$ cat src/rtl/gbn_pkg.sv
// Shared types and constants for the go-back-n sender window block.
// No dependencies; imported by gbn_alu and go_back_n_sender_window.
`timescale 1ns / 1ps
`default_nettype none

package gbn_pkg;

  localparam int unsigned SEGMENT_BYTES = 512;
  localparam int unsigned SEG_SHIFT     = $clog2(SEGMENT_BYTES);

  // width of the sequencer's signed working values (-1 .. ~270)
  localparam int unsigned VAL_W = 10;

  localparam int unsigned S_TDATA_W = 48;
  localparam int unsigned M_TDATA_W = 40;

  // input func codes
  localparam logic [1:0] FN_START   = 2'd0;
  localparam logic [1:0] FN_ACK     = 2'd1;
  localparam logic [1:0] FN_TIMEOUT = 2'd2;
  localparam logic [1:0] FN_NONE    = 2'd3;

  // result kinds
  localparam logic [2:0] K_DATA   = 3'd0;
  localparam logic [2:0] K_ERRMSG = 3'd1;
  localparam logic [2:0] K_DONE   = 3'd2;
  localparam logic [2:0] K_FAIL   = 3'd3;
  localparam logic [2:0] K_REJECT = 3'd4;

  // message checks
  localparam logic [10:0] REQ_LEN_MIN = 11'd4;
  localparam logic [10:0] REQ_LEN_MAX = 11'd22;
  localparam logic [7:0]  TYPE_RRQ    = 8'd1;
  localparam logic [10:0] ACK_LEN     = 11'd2;
  localparam logic [7:0]  TYPE_ACK    = 8'd3;

  // configuration register indexes
  localparam logic [1:0] CFG_TIMEOUT_LIMIT = 2'd0;
  localparam logic [1:0] CFG_WINDOW_LIMIT  = 2'd1;
  localparam logic [1:0] CFG_ACK_SEQ_LIMIT = 2'd2;

  localparam logic [3:0] RST_TIMEOUT_LIMIT = 4'd5;
  localparam logic [3:0] RST_WINDOW_LIMIT  = 4'd9;
  localparam logic [7:0] RST_ACK_SEQ_LIMIT = 8'd50;

  typedef enum logic [0:0] {
    ALU_ADD,
    ALU_SUB
  } alu_op_t;

  typedef struct packed {
    logic lt;   // a < b (subtract)
    logic eq;   // a == b (subtract)
  } alu_flags_t;

  typedef enum logic [3:0] {
    ST_IDLE,
    ST_DECODE,
    ST_CLAMP,
    ST_ACK,
    ST_TOP,
    ST_RANGE,
    ST_END,
    ST_FIRST,
    ST_INC,
    ST_CHK,
    ST_SEND,
    ST_FIN
  } state_t;

endpackage

`default_nettype wire

$ cat src/rtl/gbn_alu.sv
// Shared add/subtract-compare unit for the window sequencer.
// Depends on gbn_pkg.
`timescale 1ns / 1ps
`default_nettype none

module gbn_alu (
  input  wire gbn_pkg::alu_op_t          op,
  input  wire logic signed [gbn_pkg::VAL_W-1:0] a,
  input  wire logic signed [gbn_pkg::VAL_W-1:0] b,
  output logic signed [gbn_pkg::VAL_W-1:0]      res,
  output gbn_pkg::alu_flags_t            flags
);
  import gbn_pkg::*;

  logic signed [VAL_W:0] a_x;
  logic signed [VAL_W:0] b_x;
  logic signed [VAL_W:0] sum;
  logic                  sub;

  always_comb begin
    sub   = (op == ALU_SUB);
    a_x   = {a[VAL_W-1], a};
    b_x   = {b[VAL_W-1], b};
    sum   = a_x + (sub ? ~b_x : b_x) + {{VAL_W{1'b0}}, sub};
    res   = sum[VAL_W-1:0];
    flags.lt = sub & sum[VAL_W];
    flags.eq = sub & (sum == '0);
  end

endmodule

`default_nettype wire

$ cat src/rtl/go_back_n_sender_window.sv
// Go-Back-N sender window control: request/ack/timeout items in, segment
// descriptors and status results out. Depends on gbn_pkg and gbn_alu.
//
// One item is handled at a time; s_tready is high only while idle, and the
// item is accepted there. A decode step follows; a request adds a clamp step
// and an ack a compare step. A window pass then runs its setup steps on the
// shared adder (top, range, an end check when the window reaches the last
// segment, first, increment), followed by a check and a send step per emitted
// segment. A single status result (done, failed, rejected, error) is offered
// from a final step after the step that decides it. Send and final steps wait
// while m_tready is low. Results are offered on m_tvalid with tlast marking
// the last result of the item; items with no result just return to idle.
`timescale 1ns / 1ps
`default_nettype none

module go_back_n_sender_window (
  input  wire logic                            clk,
  input  wire logic                            rst,
  // item in
  input  wire logic                            s_tvalid,
  output logic                                 s_tready,
  // msg_len[10:0], msg_code[18:11], msg_arg[26:19], file_found[27],
  // fsize[43:28]
  input  wire logic [gbn_pkg::S_TDATA_W-1:0]   s_tdata,
  // func[1:0]
  input  wire logic [1:0]                      s_tuser,
  // result out
  output logic                                 m_tvalid,
  input  wire logic                            m_tready,
  // seq_no[6:0], seg_offset[22:7], seg_len[32:23]
  output logic [gbn_pkg::M_TDATA_W-1:0]        m_tdata,
  // kind[2:0]
  output logic [2:0]                           m_tuser,
  output logic                                 m_tlast,
  // configuration
  input  wire logic                            cfg_we,
  input  wire logic [1:0]                      cfg_addr,
  input  wire logic [7:0]                      cfg_wdata
);
  import gbn_pkg::*;

  state_t state, state_next;

  // config
  logic [3:0] timeout_limit;
  logic [3:0] window_limit;
  logic [7:0] ack_seq_limit;

  // latched item
  logic [1:0]  func;
  logic [10:0] msg_len;
  logic [7:0]  msg_code;
  logic [7:0]  msg_arg;
  logic        file_found;
  logic [15:0] fsize;

  // window state
  logic              busy, busy_next;
  logic [3:0]        window_size, window_size_next;
  logic [6:0]        top_seq, top_seq_next;
  logic [8:0]        final_len, final_len_next;
  logic signed [8:0] last_sent, last_sent_next;
  logic signed [8:0] last_acked, last_acked_next;
  logic              final_window, final_window_next;
  logic [3:0]        timeout_count, timeout_count_next;

  // sequencer working regs
  logic signed [VAL_W-1:0] top_r, top_r_next;
  logic signed [VAL_W-1:0] cur, cur_next;
  logic                    is_last, is_last_next;
  logic [9:0]              seg_len_r, seg_len_r_next;
  logic [2:0]              fin_kind, fin_kind_next;

  // shared unit
  alu_op_t                 alu_op;
  logic signed [VAL_W-1:0] alu_a;
  logic signed [VAL_W-1:0] alu_b;
  logic signed [VAL_W-1:0] alu_res;
  alu_flags_t              alu_flags;

  gbn_alu u_alu (
    .op    (alu_op),
    .a     (alu_a),
    .b     (alu_b),
    .res   (alu_res),
    .flags (alu_flags)
  );

  logic [3:0]              tc_inc;
  logic                    req_bad;
  logic                    ack_bad;
  logic signed [VAL_W-1:0] acked_x;
  logic signed [VAL_W-1:0] sent_x;
  logic signed [VAL_W-1:0] top_seq_x;
  logic [15:0]             seg_offset;

  assign acked_x   = {last_acked[8], last_acked};
  assign sent_x    = {last_sent[8], last_sent};
  assign top_seq_x = {3'b000, top_seq};
  assign tc_inc    = timeout_count + 4'd1;

  assign req_bad = (msg_len < REQ_LEN_MIN) || (msg_len > REQ_LEN_MAX) ||
                   (msg_code != TYPE_RRQ) || (msg_arg == 8'd0) ||
                   (msg_arg > {4'b0000, window_limit});
  assign ack_bad = (msg_len != ACK_LEN) || (msg_code != TYPE_ACK) ||
                   (msg_arg > ack_seq_limit);

  // config writes
  always_ff @(posedge clk) begin
    if (rst) begin
      timeout_limit <= RST_TIMEOUT_LIMIT;
      window_limit  <= RST_WINDOW_LIMIT;
      ack_seq_limit <= RST_ACK_SEQ_LIMIT;
    end else if (cfg_we) begin
      case (cfg_addr)
        CFG_TIMEOUT_LIMIT: timeout_limit <= cfg_wdata[3:0];
        CFG_WINDOW_LIMIT:  window_limit  <= cfg_wdata[3:0];
        CFG_ACK_SEQ_LIMIT: ack_seq_limit <= cfg_wdata;
        default: ;
      endcase
    end
  end

  // item capture
  always_ff @(posedge clk) begin
    if (s_tvalid && s_tready) begin
      func       <= s_tuser;
      msg_len    <= s_tdata[10:0];
      msg_code   <= s_tdata[18:11];
      msg_arg    <= s_tdata[26:19];
      file_found <= s_tdata[27];
      fsize      <= s_tdata[43:28];
    end
  end

  always_ff @(posedge clk) begin
    if (rst) begin
      state         <= ST_IDLE;
      busy          <= 1'b0;
      window_size   <= '0;
      top_seq       <= '0;
      final_len     <= '0;
      last_sent     <= '1;
      last_acked    <= '1;
      final_window  <= 1'b0;
      timeout_count <= '0;
    end else begin
      state         <= state_next;
      busy          <= busy_next;
      window_size   <= window_size_next;
      top_seq       <= top_seq_next;
      final_len     <= final_len_next;
      last_sent     <= last_sent_next;
      last_acked    <= last_acked_next;
      final_window  <= final_window_next;
      timeout_count <= timeout_count_next;
    end
  end

  always_ff @(posedge clk) begin
    top_r     <= top_r_next;
    cur       <= cur_next;
    is_last   <= is_last_next;
    seg_len_r <= seg_len_r_next;
    fin_kind  <= fin_kind_next;
  end

  always_comb begin
    state_next         = state;
    busy_next          = busy;
    window_size_next   = window_size;
    top_seq_next       = top_seq;
    final_len_next     = final_len;
    last_sent_next     = last_sent;
    last_acked_next    = last_acked;
    final_window_next  = final_window;
    timeout_count_next = timeout_count;
    top_r_next         = top_r;
    cur_next           = cur;
    is_last_next       = is_last;
    seg_len_r_next     = seg_len_r;
    fin_kind_next      = fin_kind;
    alu_op             = ALU_SUB;
    alu_a              = cur;
    alu_b              = top_r;

    unique case (state)
      ST_IDLE: begin
        if (s_tvalid) begin
          state_next = ST_DECODE;
        end
      end

      ST_DECODE: begin
        if (func == FN_NONE) begin
          state_next = ST_IDLE;
        end else if (!busy) begin
          if (func == FN_TIMEOUT) begin
            state_next = ST_IDLE;
          end else if (req_bad) begin
            fin_kind_next = K_REJECT;
            state_next    = ST_FIN;
          end else if (!file_found) begin
            fin_kind_next = K_ERRMSG;
            state_next    = ST_FIN;
          end else begin
            busy_next      = 1'b1;
            top_seq_next   = fsize[15:SEG_SHIFT];
            final_len_next = fsize[SEG_SHIFT-1:0];
            state_next     = ST_CLAMP;
          end
        end else if (func == FN_TIMEOUT) begin
          if (tc_inc >= timeout_limit) begin
            fin_kind_next = K_FAIL;
            state_next    = ST_FIN;
          end else begin
            timeout_count_next = tc_inc;
            last_sent_next     = last_acked;
            state_next         = ST_TOP;
          end
        end else if (ack_bad) begin
          fin_kind_next = K_FAIL;
          state_next    = ST_FIN;
        end else begin
          state_next = ST_ACK;
        end
      end

      ST_CLAMP: begin
        alu_a = top_seq_x;
        alu_b = {2'b00, msg_arg};
        window_size_next = alu_flags.lt ? (top_seq[3:0] + 4'd1) : msg_arg[3:0];
        state_next = ST_TOP;
      end

      ST_ACK: begin
        alu_a = {2'b00, msg_arg};
        alu_b = acked_x;
        if (alu_flags.lt) begin
          state_next = ST_IDLE;
        end else begin
          timeout_count_next = '0;
          if (final_window) begin
            if (msg_arg == {1'b0, top_seq}) begin
              fin_kind_next = K_DONE;
              state_next    = ST_FIN;
            end else begin
              last_acked_next = {1'b0, msg_arg};
              state_next      = ST_IDLE;
            end
          end else begin
            last_acked_next = {1'b0, msg_arg};
            state_next      = ST_TOP;
          end
        end
      end

      ST_TOP: begin
        alu_op     = ALU_ADD;
        alu_a      = acked_x;
        alu_b      = {6'b000000, window_size};
        top_r_next = alu_res;
        state_next = ST_RANGE;
      end

      ST_RANGE: begin
        alu_a = top_r;
        alu_b = top_seq_x;
        if (!alu_flags.lt) begin
          top_r_next = top_seq_x;
          state_next = ST_END;
        end else begin
          state_next = ST_FIRST;
        end
      end

      ST_END: begin
        alu_a = acked_x;
        alu_b = top_seq_x;
        if (!alu_flags.lt) begin
          fin_kind_next = K_DONE;
          state_next    = ST_FIN;
        end else begin
          final_window_next = 1'b1;
          state_next        = ST_FIRST;
        end
      end

      ST_FIRST: begin
        alu_a      = sent_x;
        alu_b      = acked_x;
        cur_next   = alu_flags.lt ? acked_x : sent_x;
        state_next = ST_INC;
      end

      ST_INC: begin
        alu_op     = ALU_ADD;
        alu_a      = cur;
        alu_b      = VAL_W'(1);
        cur_next   = alu_res;
        state_next = ST_CHK;
      end

      ST_CHK: begin
        alu_a = top_r;
        alu_b = cur;
        if (alu_flags.lt) begin
          state_next = ST_IDLE;
        end else begin
          is_last_next   = alu_flags.eq;
          seg_len_r_next = (final_window && (cur == top_seq_x)) ?
                           {1'b0, final_len} : 10'(SEGMENT_BYTES);
          state_next     = ST_SEND;
        end
      end

      ST_SEND: begin
        alu_op = ALU_ADD;
        alu_a  = cur;
        alu_b  = VAL_W'(1);
        if (m_tready) begin
          last_sent_next = cur[8:0];
          if (is_last) begin
            state_next = ST_IDLE;
          end else begin
            cur_next   = alu_res;
            state_next = ST_CHK;
          end
        end
      end

      ST_FIN: begin
        if (m_tready) begin
          state_next = ST_IDLE;
        end
      end

      default: begin
        state_next = ST_IDLE;
      end
    endcase

    // done and failed return the window state to idle
    if (state != ST_FIN && state_next == ST_FIN &&
        (fin_kind_next == K_DONE || fin_kind_next == K_FAIL)) begin
      busy_next          = 1'b0;
      window_size_next   = '0;
      top_seq_next       = '0;
      final_len_next     = '0;
      last_sent_next     = '1;
      last_acked_next    = '1;
      final_window_next  = 1'b0;
      timeout_count_next = '0;
    end
  end

  assign seg_offset = 16'(cur[6:0]) << SEG_SHIFT;

  always_comb begin
    s_tready = (state == ST_IDLE);
    m_tvalid = (state == ST_SEND) || (state == ST_FIN);
    if (state == ST_SEND) begin
      m_tuser = K_DATA;
      m_tlast = is_last;
      m_tdata = {7'b0000000, seg_len_r, seg_offset, cur[6:0]};
    end else begin
      m_tuser = fin_kind;
      m_tlast = 1'b1;
      m_tdata = '0;
    end
  end

endmodule

`default_nettype wire
$ cat config.mk
export PLATFORM = sky130hd
export DESIGN_NAME = go_back_n_sender_window
export DESIGN_NICKNAME = d
export VERILOG_FILES = /design/src/rtl/gbn_pkg.sv /design/src/rtl/gbn_alu.sv /design/src/rtl/go_back_n_sender_window.sv
export SDC_FILE = /design/constraint.sdc
export NUM_CORES = 1
export LEC_CHECK = 0
export ABC_AREA = 1
export BUFFER_PORTS_ARGS = -buffer_cell sky130_fd_sc_hd__buf_4
export CORE_MARGIN = 2
export CORE_UTILIZATION = 59
export DETAILED_ROUTE_END_ITERATION = 8
export PLACE_DENSITY = 0.81
export SYNTH_ARGS = -nofsm -noshare
export SYNTH_HDL_FRONTEND = slang
export SYNTH_SLANG_ARGS = --single-unit
$ cat constraint.sdc
create_clock -name clk -period 4.7 [get_ports clk]
set_input_delay 0.235 -clock clk [delete_from_list [all_inputs] [get_ports clk]]
set_output_delay 0.235 -clock clk [all_outputs]
set_load 0.02 [all_outputs]
==> results of run 1 <==
==> registers in the layout (all words and copies together) (netlist names), 9 cells and up <==
signal and cells:
final_len 9, top_r 10, seg_len_r 10, last_acked 9
last_sent 9, msg_len 11, cur 10, fsize 16
==> power groups by stage <==
stage | Clock [mW] | Combinational (mW) | Sequential [mW]
after floorplan | 0 | 3.92 | 2.02
after global placement | 0 | 5.32 | 2.09
after detailed placement | 0 | 5.43 | 2.10
after CTS | 1.38 | 5.50 | 2.07
after global routing | 1.45 | 6.27 | 2.11
final | 1.40 | 5.69 | 2.09
==> per-layer routing <==
layer | global-route usage | share of wire | up-vias
met5 | 0 | 0 | -
met3 | 0.0715 | 0.090 | 120
met2 | 0.621 | 0.49 | 481
li1 | - | - | 3859
met4 | 0.205 | 0.055 | 0
met1 | 0.438 | 0.37 | 3770
==> layout by cell type (no fill, tap or decap), types with 4 or more instances in the layout <==
cell type	Yosys	layout
nand2_1	234	232
o211ai_1	15	15
a22oi_1	6	6
o2111ai_1	5	5
nand2_2	10	12
inv_2	6	7
conb_1	1	16
buf_4	24	107
nor2_1	126	126
o221ai_1	4	4
a2111oi_0	4	4
o22ai_1	9	9
dlygate4sd3_1	0	47
xnor2_1	7	7
nor2_2	27	27
clkbuf_16	0	17
ha_1	27	27
o21ai_0	83	83
inv_1	152	151
o21ai_1	5	5
edfxtp_1	77	77
clkinv_8	0	6
nor3_1	10	10
nand3b_1	9	9
nor2_4	6	6
xor2_1	9	9
nand3_1	51	51
nand4_1	14	14
a21oi_1	49	49
dfxtp_1	67	67
a221oi_1	6	5
==> area by class of cell <==
cell class	instances	area (um^2)
clock inverters	15	191
clock buffers	17	425
inverters	160	601
flip-flops and latches	144	3650
well taps	180	225
multi-input cells	750	3890
repair buffers	157	1330
fillers	1033	3560
==> critical path, delay by kind of cell (launching register included) <==
family          cells  cell delay, ps
buf+inv             3             410
flops               1             560
compound gates      3             610
simple gates       17            2220
fa+ha+maj           1             380
==> path summary, 6_finish.rpt <==
check	endpoint	slack, ps
min	ack_seq_limit[5]$_SDFFE_PP1P_	20
max	top_seq[1]$_SDFFE_PP0P_	420
min reg2reg	ack_seq_limit[6]$_SDFFE_PP0P_	460
max reg2reg	top_seq[1]$_SDFFE_PP0P_	420
==> stage by stage <==
step / worst slack, ps / area [um^2] / hold WS [ps] / utilization / total power [mW]
after floorplan: 1300 / 8420 / 304 / - / 5.94
after global placement: 557 / 9210 / 413 / 0.663 / 7.41
after detailed placement: 525 / 9210 / 414 / 0.663 / 7.53
after CTS: 442 / 10300 / 19.1 / 0.742 / 8.96
after global routing: 37.2 / 10300 / 46.0 / 0.743 / 9.83
final: 423 / 10300 / 20.9 / 0.743 / 9.18
==> cells by family after synthesis <==
kind of cell | count (synthesis) | synth area share
simple gates | 495 | 0.260
buf+inv | 209 | 0.108
compound gates | 195 | 0.136
flops | 144 | 0.437
fa+ha+maj | 28 | 0.0428
xor+xnor | 16 | 0.0168
other cells | 1 | 0.000448
==> what timing repair did <==
action / 4_1_cts / 5_1_grt
hold buffers: 47 / 0
gates resized for setup: 0 / 4
endpoints found under the hold margin: 49 / 0
setup endpoints to repair: 0 / 61
setup buffers: 0 / 0
==> impl_metrics.csv, run 1 <==
group,metric,value,unit
floorplan,start_util,0.602,
logic_synthesis,synth_top_area_cell,"edfxtp_1",
critical_path,cp_slowest_cell,"dfxtp_1",
layout,finalNetCount,1323,
logic_synthesis,synth_top_area_share,0.276,
worst_hold_path,whs_path_depth,3,
logic_synthesis,netlist_instances,1088,
logic_synthesis,syn_area_per_cell,7.69,um^2
critical_path,r2r_cells,24,
floorplan,core,0.0139,mm^2
drt,drt_iter0_markers,955,
sta,clock.fmax,0.234,GHz
critical_path,crit_start,"state[1]$_SDFF_PP0_",
layout,final_cells,1423,
pwr,ir_drop,0.000631,V
pwr,comb_power_share,0.620,
sta,final.period_utilization,0.910,
floorplan,die_x,123,um
logic_synthesis,ys_types,46,
global_route,track_usage,0.367,
pwr,power-per-cell-area,890,mW/mm^2
worst_hold_path,hold_path.class,"in2reg",
placement,dp_hpwl,17700,um
critical_path,crit_path_start_kind,"flop",
layout,antenna_cells,0,
sta,skew,10.8,ps
global_route,grt_start_max_net_pins,47,
clock_tree,ctsLongestPathBuffers,2,
floorplan,num_rows,43,
sta,hold_viol_final,0,
global_route,antenna_found_initial,0,
sta,relSlewSlack,0.329,
global_route,grt_pass1_wl,41600,um
worst_hold_path,hp-start,"cfg_wdata[5]",
logic_synthesis,yosys_register_bits,144,
critical_path,r2r_start,"state[1]$_SDFF_PP0_",
sta,fin_tns_setup,0,ps
global_route,overflow,0,
pwr,swShare,0.517,
floorplan,die-area,0.0151,mm^2
critical_path,crit_path_cell_trace,"nor2_2 -> nand2_1 -> nand2_2 -> inv_1 -> o21ai_0 -> a2111oi_0 -> a21oi_1 -> ha_1 -> nand2_1 -> nor2_1 -> nand3_1 -> nand3_1 -> nand2_1 -> nand2_2 -> nand2_2 -> nand2_1 -> inv_1 -> nand2_1 -> nand4_1 -> nor2_2 -> nand2_4 -> nand2_4 -> buf_12 -> nor2_2",
drt,vias,8230,
pwr,p_seq_frac,0.228,
logic_synthesis,synthArstFlopShare,0,
clock_tree,cts_buffers,17,
clock_tree,clock_sinks,144,
layout,drive_gt1_frac,0.161,
clock_tree,cts_tree,"built",
layout,area_delta_synth_final,23.4,%
sta,maxSlewViolCount,0,
critical_path,crit_top_cell,"nand2_1",
logic_synthesis,synth.top_cells.by_count,"nand2_1, inv_1, nor2_1",
critical_path,cp.arrival,4590,ps
critical_path,cp-end-kind,"flop",
pwr,p_sw,4.75,mW
drt,route.detailed.drc,0,
clock_tree,htreeDepth,4,
placement,dp.cells,1344,
clock_tree,path_clk_slew,70,ps
critical_path,required,5020,ps
logic_synthesis,synth_edf_count,77,
drt,wl,26600,um
sta,setup_viol,0,
critical_path,worstSetupPathType,"reg2reg",
global_route,grt_pass1_vias,8101,
logic_synthesis,synth_warnings,0,
run,drv_cap,0,
clock_tree,root_buffer,"clkbuf_16",
pwr,p_leak,4.65,nW
drt,drt_pass1_iterations,6,
logic_synthesis,yosysMostFrequentCell,"nand2_1",
pwr,clock_power_share,0.152,
floorplan,io_pins,111,
drt,postRouteAntennaNets,0,
logic_synthesis,yosysSeqAreaShare,0.437,
critical_path,worstPathMaxFanout,11,
logic_synthesis,synth_ff_type,"edfxtp_1",
logic_synthesis,syn_area,0.00836,mm^2
floorplan,die_y,123,um
drt,routed_via_density,5.78,
placement,io_buffers,90,
critical_path,max_stage_delay,560,ps
clock_tree,clock_latency,440,ps
placement,gp_congestion,1.05,
sta,rsz0062_at_grt,"no",
outcome,outcome,"complete, no violations",
logic_synthesis,synthTopCellsByArea,"edfxtp_1, dfxtp_1, nand2_1, inv_1, nor2_1",
sta,period_needed,4280,ps
sta,tightest_slew,1000,ps
drt,routedWlPerCell,18.7,um
pwr,internal_power,4.43,mW
Power figures use the tool's default switching activity.
==> inputs of run 2 (changes only) <==
--- a/config.mk
+++ b/config.mk
@@ -6,10 +6,12 @@
 export NUM_CORES = 1
 export LEC_CHECK = 0
 export ABC_AREA = 1
-export BUFFER_PORTS_ARGS = -buffer_cell sky130_fd_sc_hd__buf_4
+export BUFFER_PORTS_ARGS = -buffer_cell sky130_fd_sc_hd__buf_2
 export CORE_MARGIN = 2
 export CORE_UTILIZATION = 59
+export CTS_CLUSTER_DIAMETER = 100
 export DETAILED_ROUTE_END_ITERATION = 8
+export HOLD_SLACK_MARGIN = 0.1
 export PLACE_DENSITY = 0.81
 export SYNTH_ARGS = -nofsm -noshare
 export SYNTH_HDL_FRONTEND = slang
==> run 2 against run 1 <==
Hold slack better by 77 ps. Via count increased by 2.6%. Global-route usage is 1.8 points higher. Cell area fell by 1.1%. Critical path type unchanged. Core utilization fell by 0.82 points. Die area unchanged. Critical path depth decreased by 3. Sequential cell count stayed put.
==> impl_metrics.csv, run 2 (same netlist as run 1, synthesis figures left out) <==
group,metric,value,unit
outcome,outcome,"complete, no violations",
global_route,grt_pass1_wl,43100,um
global_route,track_usage,0.385,
sta,final.period_utilization,0.915,
clock_tree,clock_latency,450,ps
critical_path,crit_buf_inv,5,
layout,finalNetCount,1336,
placement,gp_congestion,1.05,
floorplan,die_y,123,um
critical_path,cp-end-kind,"flop",
critical_path,r2r_start,"state[0]$_SDFF_PP0_",
floorplan,core,0.0139,mm^2
layout,num-fill-cells,1065,
critical_path,crit_family,"simple AND/OR/NAND/NOR gates",
drt,vias,8446,
critical_path,crit_path_cell_trace,"inv_2 -> nor2_2 -> nand2_1 -> nand2_1 -> inv_1 -> o21ai_0 -> a2111oi_0 -> a21oi_1 -> ha_1 -> nand2_1 -> inv_1 -> nand2_1 -> nand2_1 -> nand2_1 -> nand3_1 -> nand2_1 -> nand2_2 -> nand2_2 -> buf_4 -> nand2_1 -> inv_1",
sta,clock.fmax,0.232,GHz
layout,largest_reg_flops,16,
critical_path,cp.arrival,4380,ps
critical_path,cp_slowest_cell,"dfxtp_1",
clock_tree,hold_buffers,55,
sta,skew,10.8,ps
run,drv_cap,0,
floorplan,start_util,0.602,
drt,routedWlPerCell,19.6,um
placement,io_buffers,90,
sta,setup_viol,0,
layout,layout_common_cells,"nand2_1, inv_1, nor2_1",
placement,dp_hpwl,18300,um
floorplan,io_pins,111,
layout,area_delta_synth_final,22.0,%
sta,hold_viol_final,0,
critical_path,required,4780,ps
sta,period_needed,4300,ps
clock_tree,cts_resized,0,
clock_tree,ctsLongestPathBuffers,2,
global_route,grt_pass1_vias,8196,
clock_tree,postCtsSetupBuffers,0,
drt,postRouteAntennaNets,0,
global_route,grt_start_max_net_pins,47,
sta,relSlewSlack,0.265,
clock_tree,cts_buffers,17,
floorplan,num_rows,43,
layout,reg_top3,"fsize: 16 flops, msg_len: 11 flops",
floorplan,die_x,123,um
global_route,antenna_found_initial,0,
clock_tree,htreeDepth,4,
drt,wl,28200,um
layout,antenna_cells,0,
global_route,overflow,0,
drt,drt_pass1_iterations,9,
critical_path,crit_top_cell,"nand2_1",
sta,rsz0062_at_grt,"no",
critical_path,worstPathMaxFanout,16,
drt,routed_via_density,5.88,
clock_tree,cts_tree,"built",
critical_path,crit_path_start_kind,"flop",
sta,maxSlewViolCount,0,
drt,route.detailed.drc,0,
drt,drt_iter0_markers,973,
sta,tightest_slew,1100,ps
clock_tree,clock_sinks,144,
clock_tree,root_buffer,"clkbuf_16",
critical_path,worstSetupPathType,"reg2reg",
worst_hold_path,hold_path.class,"in2reg",
layout,top_register,"fsize",
critical_path,max_stage_delay,580,ps
layout,drive_gt1_frac,0.162,
clock_tree,path_clk_slew,70,ps
sta,fin_tns_setup,0,ps
layout,final_common_cell,"nand2_1",
floorplan,die-area,0.0151,mm^2
worst_hold_path,hp-start,"cfg_wdata[7]",
layout,finish.utilization,0.735,
critical_path,crit_start,"state[0]$_SDFF_PP0_",
run 2: cell types whose count changed in the layout (fill, tap and decap cells not counted), sizes merged:
cell	previous run	this run
buf	110	115
clkinv	11	10
inv	164	165
dlygate4sd3	47	55
run 2: path summary, 6_finish.rpt:
check / cells after the start / endpoint / slack (ps)
max: 21 / top_r[8]$_SDFFCE_PP0P_ / 400
min reg2reg: 2 / ack_seq_limit[7]$_SDFFE_PP0P_ / 460
min: 3 / ack_seq_limit[7]$_SDFFE_PP0P_ / 100
max reg2reg: 21 / top_r[8]$_SDFFCE_PP0P_ / 400
run 2: per-layer routing:
layer	track usage	part of all wire	routed length, um	vias to the layer above
li1	-	-	-	3862
met1	0.456	0.38	10700	3883
met2	0.629	0.47	13200	555
met3	0.0858	0.088	2480	146
met4	0.251	0.064	1800	0
met5	0	0	0	-
run 2: through the flow:
stage / worst slack [ps] / area, um^2 / instances / hold WS [ps]
6_report: 397 / 10200 / 1436 / 97.7
3_5_place_dp: 510 / 9040 / 1349 / 413
4_1_cts: 503 / 10200 / 1436 / 101
3_3_place_gp: 494 / 9040 / 1349 / 412
2_1_floorplan: 1300 / 8420 / 1103 / 304
5_1_grt: 98.3 / 10200 / 1436 / 115
run 2: area by class of cell:
class	instances	area (um^2)	share of cell area
Multi-Input combinational cell	750	3870	0.379
Sequential cell	144	3650	0.358
Timing Repair Buffer	170	1240	0.121
Inverter	160	601	0.0589
Clock buffer	17	425	0.0417
Tap cell	180	225	0.0221
Clock inverter	15	189	0.0185
run 2: tightest hold or removal path, cell delays in order:
cell	delay [ps]
buf_2	80
o21ai_0	80
a21oi_1	100
Power of run 2 is not shown: default switching activity piles up to over one toggle a cycle in this logic, so the estimate is an artifact.
